$ cat src/design/imm_pkg.sv
// ----------------------------------------------------------------------------
// imm_pkg
// shared types and constants of the integer matrix multiply core
// ----------------------------------------------------------------------------
package imm_pkg;

    localparam int FIELD_SPAN  = 8;
    localparam int IDX_W       = 3;
    localparam int SIZE_W      = 4;
    localparam int WORD_W      = 32;
    localparam int QUEUE_DEPTH = 4;

    localparam logic [SIZE_W-1:0] SIZE_RESET = 4'd8;

    typedef enum logic [1:0] {
        OP_LOAD_A  = 2'd0,
        OP_LOAD_B  = 2'd1,
        OP_COMPUTE = 2'd2
    } op_t;

    typedef struct packed {
        op_t               op;
        logic [IDX_W-1:0]  row;
        logic [IDX_W-1:0]  col;
        logic [WORD_W-1:0] value;
    } cmd_t;

endpackage

$ cat src/design/imm_front.sv
// ----------------------------------------------------------------------------
// imm_front
// input stage: accepts transactions, drops ones with no effect, feeds the queue
// ----------------------------------------------------------------------------
module imm_front #(
    parameter int MAX_N = 8
) (
    input  logic                                clk,
    input  logic                                rst_n,
    input  logic                                in_valid,
    output logic                                in_stall,
    input  logic [1:0]                          operation,
    input  logic [imm_pkg::IDX_W-1:0]           row,
    input  logic [imm_pkg::IDX_W-1:0]           col,
    input  logic signed [imm_pkg::WORD_W-1:0]   value,
    output logic                                push,
    output imm_pkg::cmd_t                       push_cmd,
    input  logic                                full
);

    logic          stage_valid_reg, stage_valid_next;
    imm_pkg::cmd_t stage_cmd_reg, stage_cmd_next;
    logic          is_load, in_grid, keep, advance;

    assign in_stall = stage_valid_reg && full;
    assign advance  = !in_stall;
    assign push     = stage_valid_reg && !full;
    assign push_cmd = stage_cmd_reg;

    always_comb
    begin
        is_load = (operation == imm_pkg::OP_LOAD_A) || (operation == imm_pkg::OP_LOAD_B);
        in_grid = (int'(row) < MAX_N) && (int'(col) < MAX_N);
        keep    = (is_load && in_grid) || (operation == imm_pkg::OP_COMPUTE);

        stage_valid_next     = stage_valid_reg;
        stage_cmd_next       = stage_cmd_reg;
        if (advance)
        begin
            stage_valid_next     = in_valid && keep;
            stage_cmd_next.op    = imm_pkg::op_t'(operation);
            stage_cmd_next.row   = row;
            stage_cmd_next.col   = col;
            stage_cmd_next.value = $unsigned(value);
        end
    end

    always_ff @(posedge clk or negedge rst_n)
    begin
        if (!rst_n)
        begin
            stage_valid_reg <= 1'b0;
        end
        else
        begin
            stage_valid_reg <= stage_valid_next;
        end
    end

    always_ff @(posedge clk)
    begin
        stage_cmd_reg <= stage_cmd_next;
    end

endmodule

$ cat config.mk
export PLATFORM = sky130hd
export DESIGN_NAME = imm_front
export DESIGN_NICKNAME = d
export VERILOG_FILES = /design/src/design/imm_pkg.sv /design/src/design/imm_front.sv
export SDC_FILE = /design/constraint.sdc
export NUM_CORES = 1
export LEC_CHECK = 0
export BUFFER_PORTS_ARGS = -buffer_cell sky130_fd_sc_hd__buf_2
export CAP_MARGIN = 40
export CORE_ASPECT_RATIO = 1.5
export CORE_UTILIZATION = 42
export CTS_BUF_LIST = sky130_fd_sc_hd__clkbuf_4 sky130_fd_sc_hd__clkbuf_8
export DETAILED_ROUTE_END_ITERATION = 16
export PLACE_DENSITY = 0.81
export SETUP_SLACK_MARGIN = 0.4
export SYNTH_ARGS = -nofsm -noshare
export SYNTH_HDL_FRONTEND = slang
export SYNTH_SLANG_ARGS = --single-unit
export TNS_END_PERCENT = 20
$ cat constraint.sdc
create_clock -name clk -period 1.79 [get_ports clk]
set_clock_uncertainty 0.15 [all_clocks]
set_input_delay 0.358 -clock clk [delete_from_list [all_inputs] [get_ports clk]]
set_output_delay 0.358 -clock clk [all_outputs]
set_load 0.005 [all_outputs]
; Yosys cells after proc, flatten, opt, wreduce, memory -nomap -nowiden
; Index checks and enable logic that the tools add are counted.
[word_totals]
reg_bits = 41
output_inout_bits = 42
[classes]
eq_ne = 2
n_reduce_logical = 7
[ops]
columns = operator, count
row1 = 1-bit logical AND, 3
row2 = 2-bit by 1-bit equality test with 1-bit output (second input constant), 1
row3 = 2-bit equality test (second input constant), 1
row4 = 2-bit zero test, 1
row5 = 1-bit logical OR, 2
row6 = 1-bit zero test, 1

; Depth between registers and ports, before layout
[depth]
depth_word = 4
depth_mapped = 3
depth_no_buf = 3

; Worst setup path after synthesis
; Ideal clock, no wire load.
[synth_path]
kind = register to output
startpoint = register stage_valid_reg
endpoint = output in_stall
arrival_time_ns = 0.969
t_required_ns = 1.282
setup_slack_ns = 0.313
stages_incl_launch_ff = 3
path_cell_list = dfrtp_1 nand2_2 inv_2
[synth_via]
elab_chain_len = 1
[synth_lines]
columns = element, line_no
row1 = start: declaration, imm_front.sv:21  ; logic stage_valid_reg, stage_valid_next;
row2 = start signal: assignment, imm_front.sv:56  ; stage_valid_reg <= stage_valid_next;
row3 = 1-bit logical AND, imm_front.sv:25  ; assign in_stall = stage_valid_reg && full;
row4 = end: declaration, imm_front.sv:11  ; output logic in_stall,
; No other way between the ends.

; Worst setup path in the final report
[layout_path]
startpoint = register stage_valid_reg
endpoint = output push
[layout_via]
elab_chain_len = 1
[layout_lines]
columns = element, line_no
row1 = 1-bit logical AND, imm_front.sv:27  ; assign push = stage_valid_reg && !full;
row2 = end: declaration, imm_front.sv:16  ; output logic push,
; No other way between the ends.

==> impl_metrics.ini <==
[run_status]
status = finished, final reports clean

[route]
drtIter0Drc = 10
num_vias = 801
drc = 0
antenna_left = 0
drt-total-wl_um = 2570
wire_per_inst_um = 14.3
dr.pass1.iters = 4
viasPerCell = 4.45

[timing]
fmax_mhz = 682
hold_viol = 0
setup_viol = 0
tightest_slew_ps = 206
finalCritPeriodShare = 0.819
rsz0062_at_grt = true
tns_ps = 0
fin_crit_ps = 1470
slew_viol_final = 0
slew_headroom = 0.863

[yosys]
synth.distinct_cells = 7
synthCells = 46
synthesis.nets = 90
avgSynthCellArea_um2 = 27.3
synth-seq-cells = 41
synth_area_um2 = 1250
yosysSeqAreaShare = 0.978
yosys_warnings = 0

[worst_setup_path]
cp.arrival_ps = 960
critPathCaptureType = primary output
r2r_cells = 3
cp_cell_sequence = nor2b_1 > buf_2
slowest_stage = dfrtp_1
crit_fanout = 2
crit_path_start_kind = flop
crit_start = stage_valid_reg$_DFFE_PN0N_
worst_r2r_startpoint = stage_valid_reg$_DFFE_PN0N_
slowest_delay_ps = 420
cp.required_ps = 1280
critPathKind = flop to primary output

[global_route]
grt_pass1_vias = 810
grt_pass1_wl_um = 3440
overflow = 0
antenna_found_initial = 0
grt.total_usage = 0.170
grt_max_degree = 17

[cts]
clk_pin_slew_ps = 70
cts_max_level = 2
cts_buffers = 5
clock_latency_ps = 280
cts_tree = yes
clock_sinks = 41
root_buffer = clkbuf_8
clockBufferDepth = 2

[floorplan]
fp.dieArea_um2 = 3210
fp.dieH_um = 68.9
core_area_um2 = 2760
rows = 23
die_w_um = 46.6
ios = 86
start_util = 0.454

[pwr]
power-per-cell-area_nw_per_um2 = 1080
p_leak_nw = 0.858
p_seq_frac = 0.567
netSwitchingPower_mw = 0.381
p_sw_frac = 0.187
p_int_mw = 1.66
pwr-share-clk = 0.347
comb_power_share = 0.087
finalPower_mw = 2.04
peakVddDrop_uv = 897

[finish]
largest_reg_flops = 40
fin_util = 0.686
area_delta_synth_final_pct = 51.1
final_nets = 186
final_common_cell = buf_2
diodes = 0
layout_common_cells = 84 x buf_2, 40 x edfxtp_1, 5 x clkbuf_8
drive_gt1_frac = 0.678
fin_cells = 180

[worst_hold_path]
hold_path.class = primary input to flop
hp-start = value[21]
hold-path-cell-count = 1

[placed_design]
dp_hpwl_um = 1940
place_congestion = 0.758
dp.cells = 170
port_buffers = 85

[job]
maxCapViolCount = 0
[layer usage]
layer | share of wire | wire length (µm) | global-route usage
met1 | 0.33 | 839 | 0.173
met2 | 0.54 | 1390 | 0.253
met5 | 0 | 0 | 0
met3 | 0.084 | 215 | 0.0703
met4 | 0.048 | 123 | 0.161
[path summary, 6_finish.rpt]
check	endpoint	slack, ps
worst max-delay path	push	320
worst min-delay path	push_cmd[21]$_DFFE_PN_	90
worst max register to register	push_cmd[8]$_DFFE_PN_	350
worst min register to register	stage_valid_reg$_DFFE_PN0N_	510
max in group asynchronous	stage_valid_reg$_DFFE_PN0N_	1180
min in group asynchronous	stage_valid_reg$_DFFE_PN0N_	220
[worst max-delay path: cells and delay by family (launching register included)]
family | cells | cell delay, ps
flip-flops | 1 | 420
AND/OR/NAND/NOR | 1 | 140
buffers and inverters | 1 | 120
[cell families after synthesis]
group,count (synthesis),share of synthesized area
buffers and inverters,1,0.00299
DFF,41,0.978
and+or+nand+nor,3,0.0130
AOI/OAI and AO/OA,1,0.00599
[stage by stage]
stage	setup WS (ps)	hold slack, ps	instance area (µm²)
after global placement	447	-15.9	1760
after detailed placement	405	-15.6	1760
final	323	90.6	1890
after floorplan	498	-87.6	1260
after global routing	298	76.3	1890
after CTS	313	82.4	1890
[Yosys cell counts]
cell type	count	area, µm²
nand2_2	1	6.26
inv_2	1	3.75
nand2_1	1	3.75
nor2b_1	1	6.26
edfxtp_1	40	1200
a21o_1	1	7.51
dfrtp_1	1	25.0
[timing repair]
item / in CTS / in global routing
buffers inserted: 1 / 0
hold buffers: 1 / 0
pin swaps: 1 / 1
resized for setup: 0 / 2
endpoints found under the hold margin: 1 / 0
endpoints found under the setup margin: 2 / 13
[area by class of cell]
cell class                      instances  area (µm²)
Sequential cell                        41        1230
Inverter                                1        6.26
Multi-Input combinational cell          4        28.8
Clock buffer                            6        76.3
Clock inverter                          2        33.8
Fill cell                             218         868
Timing Repair Buffer                   89         477
Tap cell                               37        46.3
[power groups by stage]
stage | Sequential [mW] | Clock [mW] | Combinational [mW]
floorplan | 1.19 | 0 | 0.0246
global placement | 1.18 | 0 | 0.163
detailed placement | 1.18 | 0 | 0.171
CTS | 1.16 | 0.726 | 0.176
global route | 1.16 | 0.765 | 0.192
finish | 1.16 | 0.708 | 0.177
(Power assumes the default switching activity.)
