<file path="src/design/imm_pkg.sv">
// ----------------------------------------------------------------------------
// imm_pkg
// shared types and constants of the integer matrix multiply core
// ----------------------------------------------------------------------------
package imm_pkg;

    localparam int FIELD_SPAN  = 8;
    localparam int IDX_W       = 3;
    localparam int SIZE_W      = 4;
    localparam int WORD_W      = 32;
    localparam int QUEUE_DEPTH = 4;

    localparam logic [SIZE_W-1:0] SIZE_RESET = 4'd8;

    typedef enum logic [1:0] {
        OP_LOAD_A  = 2'd0,
        OP_LOAD_B  = 2'd1,
        OP_COMPUTE = 2'd2
    } op_t;

    typedef struct packed {
        op_t               op;
        logic [IDX_W-1:0]  row;
        logic [IDX_W-1:0]  col;
        logic [WORD_W-1:0] value;
    } cmd_t;

endpackage

</file>
<file path="src/design/imm_fifo.sv">
// ----------------------------------------------------------------------------
// imm_fifo
// short command queue between the front end and the compute engine
// ----------------------------------------------------------------------------
module imm_fifo (
    input  logic          clk,
    input  logic          rst_n,
    input  logic          push,
    input  imm_pkg::cmd_t push_cmd,
    output logic          full,
    input  logic          pop,
    output logic          pop_valid,
    output imm_pkg::cmd_t pop_cmd
);

    localparam int DEPTH = imm_pkg::QUEUE_DEPTH;
    localparam int PTR_W = $clog2(DEPTH);

    imm_pkg::cmd_t    mem_reg [DEPTH];
    logic [PTR_W-1:0] wr_ptr_reg, wr_ptr_next;
    logic [PTR_W-1:0] rd_ptr_reg, rd_ptr_next;
    logic [PTR_W:0]   count_reg, count_next;
    logic             do_push, do_pop;

    assign full      = (count_reg == (PTR_W+1)'(DEPTH));
    assign pop_valid = (count_reg != '0);
    assign pop_cmd   = mem_reg[rd_ptr_reg];
    assign do_push   = push && !full;
    assign do_pop    = pop && pop_valid;

    always_comb
    begin
        wr_ptr_next = do_push ? wr_ptr_reg + PTR_W'(1) : wr_ptr_reg;
        rd_ptr_next = do_pop ? rd_ptr_reg + PTR_W'(1) : rd_ptr_reg;
        count_next  = count_reg;
        if (do_push && !do_pop)
        begin
            count_next = count_reg + (PTR_W+1)'(1);
        end
        else if (do_pop && !do_push)
        begin
            count_next = count_reg - (PTR_W+1)'(1);
        end
    end

    always_ff @(posedge clk or negedge rst_n)
    begin
        if (!rst_n)
        begin
            wr_ptr_reg <= '0;
            rd_ptr_reg <= '0;
            count_reg  <= '0;
        end
        else
        begin
            wr_ptr_reg <= wr_ptr_next;
            rd_ptr_reg <= rd_ptr_next;
            count_reg  <= count_next;
        end
    end

    always_ff @(posedge clk)
    begin
        if (do_push)
        begin
            mem_reg[wr_ptr_reg] <= push_cmd;
        end
    end

endmodule

</file>
<file path="config.mk">
export PLATFORM = sky130hd
export DESIGN_NAME = imm_fifo
export DESIGN_NICKNAME = d
export VERILOG_FILES = /design/src/design/imm_pkg.sv /design/src/design/imm_fifo.sv
export SDC_FILE = /design/constraint.sdc
export NUM_CORES = 1
export LEC_CHECK = 0
export BUFFER_PORTS_ARGS = -buffer_cell sky130_fd_sc_hd__buf_2
export CAP_MARGIN = 40
export CORE_MARGIN = 1
export CORE_UTILIZATION = 51
export CTS_CLUSTER_DIAMETER = 60
export DETAILED_ROUTE_END_ITERATION = 8
export PLACE_DENSITY = 0.72
export SLEW_MARGIN = 10
export SYNTH_ARGS = -nofsm -noshare
export SYNTH_HDL_FRONTEND = slang
export SYNTH_SLANG_ARGS = --single-unit
</file>
<file path="constraint.sdc">
create_clock -name clk -period 4.2 [get_ports clk]
set_input_delay 0.21 -clock clk [delete_from_list [all_inputs] [get_ports clk]]
set_output_delay 0.21 -clock clk [all_outputs]
set_load 0.05 [all_outputs]
</file>
== Word level (Yosys, flattened, before mapping) ==
Memory sizes are Yosys's and may differ from the RTL's.
Index checks and enable logic that the tools add are counted.
Word-level totals
  memories: 1
  output and inout bits: 42
  logic and storage cells: 22
  RAM bits: 160
  input bits: 44
  register bits after elaboration: 7
Operators by class
  add/sub/neg operators: 4
  eq/ne operators: 1
  muxes and demuxes: 4
  reduce and logical (&&, ||, !) cells: 9
Memories
  mem_reg: words 4, bits a word 40, read ports 1, clocked after memory_dff 0, write ports 1, RTL line imm_fifo.sv:19  | imm_pkg::cmd_t mem_reg [DEPTH];
Operators with widths (count)
  3-bit 2-to-1 mux: 2
  2-bit by 1-bit adder with 2-bit output, second input constant: 2
  1-bit logical AND: 4
  3-bit by 1-bit adder with 3-bit output, second input constant: 1
  3-bit equality test, second input constant: 1
  1-bit zero test: 3
  3-bit nonzero test: 1
  3-bit by 1-bit subtractor with 3-bit output, second input constant: 1
  1-bit 2-to-1 mux: 2
  2-bit nonzero test: 1

== Depth between registers and ports, before layout ==
  depth after elaboration: 7
  depth in mapped cells: 9
  depth with buffers taken out: 8

== Worst setup path after synthesis ==
OpenSTA, ideal clock, no wires.
  path type: register to register
  start: register count_reg[0]
  end: register count_reg[1]
  data required time: 4.075 ns
  clock period less this slack: 2.469 ns
  stages on the path, launching flop included: 8
  buffers on the path: 1
  arrival time: 2.345 ns
  setup slack: 1.731 ns
  setup time: 0.125 ns
  cell sequence: dfrtp_1 nor3b_2 nor2b_1 buf_6 ha_1 inv_1 fa_1 mux2_2
Between the ends
  elaborated cells on any way between the ends: 14
  those cells by class: 2 x add/sub; 1 x eq/ne; 2 x mux; 9 x reduce/logical
RTL lines
  from (decl): RTL line imm_fifo.sv:22  | logic [PTR_W:0] count_reg, count_next;
  from (signal assigned): RTL line imm_fifo.sv:58  | count_reg <= count_next;
  3-bit equality test: RTL line imm_fifo.sv:25  | assign full = (count_reg == (PTR_W+1)'(DEPTH));
  named net full: RTL line imm_fifo.sv:10  | output logic full,
  1-bit zero test: RTL line imm_fifo.sv:28  | assign do_push = push && !full;
  1-bit logical AND: RTL line imm_fifo.sv:28
  named net do_push: RTL line imm_fifo.sv:23  | logic do_push, do_pop;
  1-bit logical AND: RTL line imm_fifo.sv:36  | if (do_push && !do_pop)
  3-bit 2-to-1 mux: RTL line imm_fifo.sv:36
  named net count_next[1]: RTL line imm_fifo.sv:22
The timed path passes the listed nets, and every way through them passes these cells. The select of a mux whose other input is x is not followed.
A chain may end at the register's enable or synchronous reset.

==> results.sh <==
export IMPL_cts_resized=0
export IMPL_wl_mm=10.2
export IMPL_yosysUniqueCellTypes=22
export IMPL_synthToLayoutAreaGrowth_pct=22.9
export IMPL_total_leakage_power_uw=0.00270
export IMPL_drive_above_1_share=0.450
export IMPL_max_freq_mhz=362
export IMPL_drv_slew=0
export IMPL_dieArea_mm2=0.0127
export IMPL_ff2ff_path_depth=8
export IMPL_grt_pass1_wl_mm=16.1
export IMPL_clk_pin_slew_worst_paths_ps=60
export IMPL_hold_viol=0
export IMPL_insertion_delay_ps=420
export IMPL_cts_buffers_inserted=17
export IMPL_setup_tns_ps=0
export IMPL_routed_via_density=5.41
export IMPL_synth_nets=295
export IMPL_period_share=0.658
export IMPL_tritoncts="done"
export IMPL_grt_max_degree=31
export IMPL_routedWlPerCell_um=19.4
export IMPL_outcome="completed"
export IMPL_rsz0062_at_grt="no"
export IMPL_setup_viol=0
export IMPL_critical_path_endpoint_type="output pin"
export IMPL_r2r_start="count_reg[2]"
export IMPL_cts_setup_buffers=0
export IMPL_maxCapViolCount=0
export IMPL_worstHoldStart="push_cmd[8]"
export IMPL_pwr_share_clk=0.256
export IMPL_worstPathMaxFanout=27
export IMPL_hold_depth=1
export IMPL_n_antenna_cell=0
export IMPL_worstSetupPathType="reg2out"
export IMPL_power_switching_uw=2310
export IMPL_via_count=2842
export IMPL_grt_usage=0.181
export IMPL_critical_path_arrival_ps=2550
export IMPL_min_to="mem_reg[0][8]"
export IMPL_finalWeightedCongestion=0.688
export IMPL_antenna_found_initial=0
export IMPL_cp_required_ps=3990
export IMPL_dr_pass1_iters=4
export IMPL_cts_hold_buf=20
export IMPL_io_pins=86
export IMPL_reg2reg_slack_ps=1940
export IMPL_ant_nets=0
export IMPL_grt_pass1_vias=2993
export IMPL_dp_hpwl_mm=6.02
export IMPL_finClkSkew_ps=4.77
export IMPL_peakVddDrop_uv=532
export IMPL_htreeDepth=4
export IMPL_tightest_slew_ps=560
export IMPL_die_x_um=113
export IMPL_hold_class="in2reg"
export IMPL_drt_iter0_markers=262
export IMPL_synth_seq_cells=167
export IMPL_cts_root_buf="clkbuf_16"
export IMPL_period_needed_ps=2760
export IMPL_clockBufferDepth=2
export IMPL_p_comb_frac=0.367
export IMPL_yosysSeqAreaShare=0.797
export IMPL_fin_nets=415
export IMPL_fin_area_mm2=0.00768
export IMPL_seq_power_share=0.378
export IMPL_placed_cells=472
export IMPL_dpl_instance_area_mm2=0.00685
export IMPL_core_area_mm2=0.0120
export IMPL_hold_ws_ps=14.2
export IMPL_netlist_instances=245
export IMPL_initial_core_util=0.522
export IMPL_grt_overflow=0
export IMPL_intPower_uw=3960
export IMPL_netSwitchingFraction=0.369
export IMPL_ys_warn_count=0
export IMPL_syn_area_mm2=0.00625
export IMPL_start_kind="flip-flop"
export IMPL_rows=40
export IMPL_p_per_area_mw_per_mm2=816
export IMPL_regToRegEndpoint="count_reg[2]"
export IMPL_fin_cells=525
export IMPL_syn_area_per_cell_um2=25.5
export IMPL_cts_sinks=167
export IMPL_portBuffers=85
export IMPL_die_h_um=113
export IMPL_largest_register_ffs=160
export IMPL_slew_limit_headroom=0.626
export IMPL_drc=0
==> layout make-up <==
class | count | area [µm²]
clock buffer | 18 | 439
timing repair buffer | 112 | 743
inverter | 3 | 11.3
clock inverter | 14 | 181
multi-input combinational | 64 | 1140
sequential | 167 | 4980
tap | 147 | 184
fill | 802 | 4280
==> stage by stage <==
step | worst slack (ps) | util | power (µW)
detailed placement | 1780 | 0.572 | 4720
CTS | 1320 | 0.641 | 6340
global route | 1210 | 0.642 | 6520
global placement | 1790 | 0.564 | 4630
finish | 1440 | 0.642 | 6270
floorplan | 1730 | - | 4260
==> power groups by stage <==
stage	clock [µW]	combinational, µW	sequential (µW)
detailed placement	0	2310	2410
floorplan	0	1950	2310
global route	1700	2410	2400
finish	1600	2300	2370
global placement	0	2180	2460
CTS	1630	2340	2380
==> metal layers <==
layer	vias up	part of all wire	track usage
met5	-	0	0
met4	0	0.016	0.0693
met3	15	0.058	0.0627
met2	86	0.51	0.283
met1	1473	0.42	0.236
li1	1268	-	-
==> synth_stat cells <==
| cell | n | area (µm²) |
|---|---|---|
| edfxtp_1 | 160 | 4800 |
| mux4_2 | 38 | 856 |
| dfrtp_1 | 7 | 175 |
| ha_1 | 5 | 62.6 |
| and2_1 | 4 | 25.0 |
| buf_12 | 4 | 80.1 |
| buf_2 | 4 | 20.0 |
| xnor2_1 | 4 | 35.0 |
| inv_1 | 3 | 11.3 |
| buf_6 | 2 | 22.5 |
| mux4_1 | 2 | 52.6 |
| xor2_1 | 2 | 17.5 |
| clkbuf_1 | 1 | 3.75 |
| fa_1 | 1 | 20.0 |
| mux2_2 | 1 | 11.3 |
| mux2_4 | 1 | 15.0 |
| nand2_1 | 1 | 3.75 |
| nand3_1 | 1 | 5.00 |
| nor2_1 | 1 | 3.75 |
| nor2b_1 | 1 | 6.26 |
| nor3b_2 | 1 | 12.5 |
| or3_1 | 1 | 6.26 |
==> kinds of logic after synthesis <==
family / share of synthesized area
flip-flops: 0.797
multiplexers: 0.150
buffers and inverters: 0.0220
AND/OR/NAND/NOR: 0.0100
XOR/XNOR: 0.00841
adder cells (fa/ha/maj): 0.0132
==> how the worst max path moves through the flow <==
stage,from,to,cells after the start
after floorplan,count_reg[0],count_reg[1],7
after detailed placement,rd_ptr_reg[0],pop_cmd[16],3
after global placement,rd_ptr_reg[0],pop_cmd[16],3
after CTS,rd_ptr_reg[0],pop_cmd[16],3
after global routing,rd_ptr_reg[0],pop_cmd[16],3
final,rd_ptr_reg[0],pop_cmd[16],3
==> cell usage in the layout, fill, tap and decap left out <==
cell           synthesis  routed
ha_1                   5       5
mux4_2                38      38
nand3_1                1       1
nand2_1                1       1
clkbuf_16              0      17
dfrtp_1                7       5
dlygate4sd3_1          0      21
clkinvlp_4             0       3
buf_4                  0       1
mux2_4                 1       1
dfrtp_2                0       2
inv_1                  3       3
fa_1                   1       1
buf_12                 4       5
nor2_1                 1       1
xor2_1                 2       2
edfxtp_1             160     160
and2_2                 0       4
bufinv_16              0       4
clkinv_2               0       6
mux2_2                 1       1
clkinv_4               0       1
buf_2                  4      85
nor3b_2                1       1
xnor2_1                4       4
nor2b_1                1       1
mux4_1                 2       2
clkbuf_8               0       1
or3_1                  1       1
==> critical path, stage by stage, from the launching register on <==
cell and delay (ps):
dfrtp_2 700, buf_4 560, mux4_2 620, buf_2 240
No activity file was read; power rests on OpenSTA's default activity.
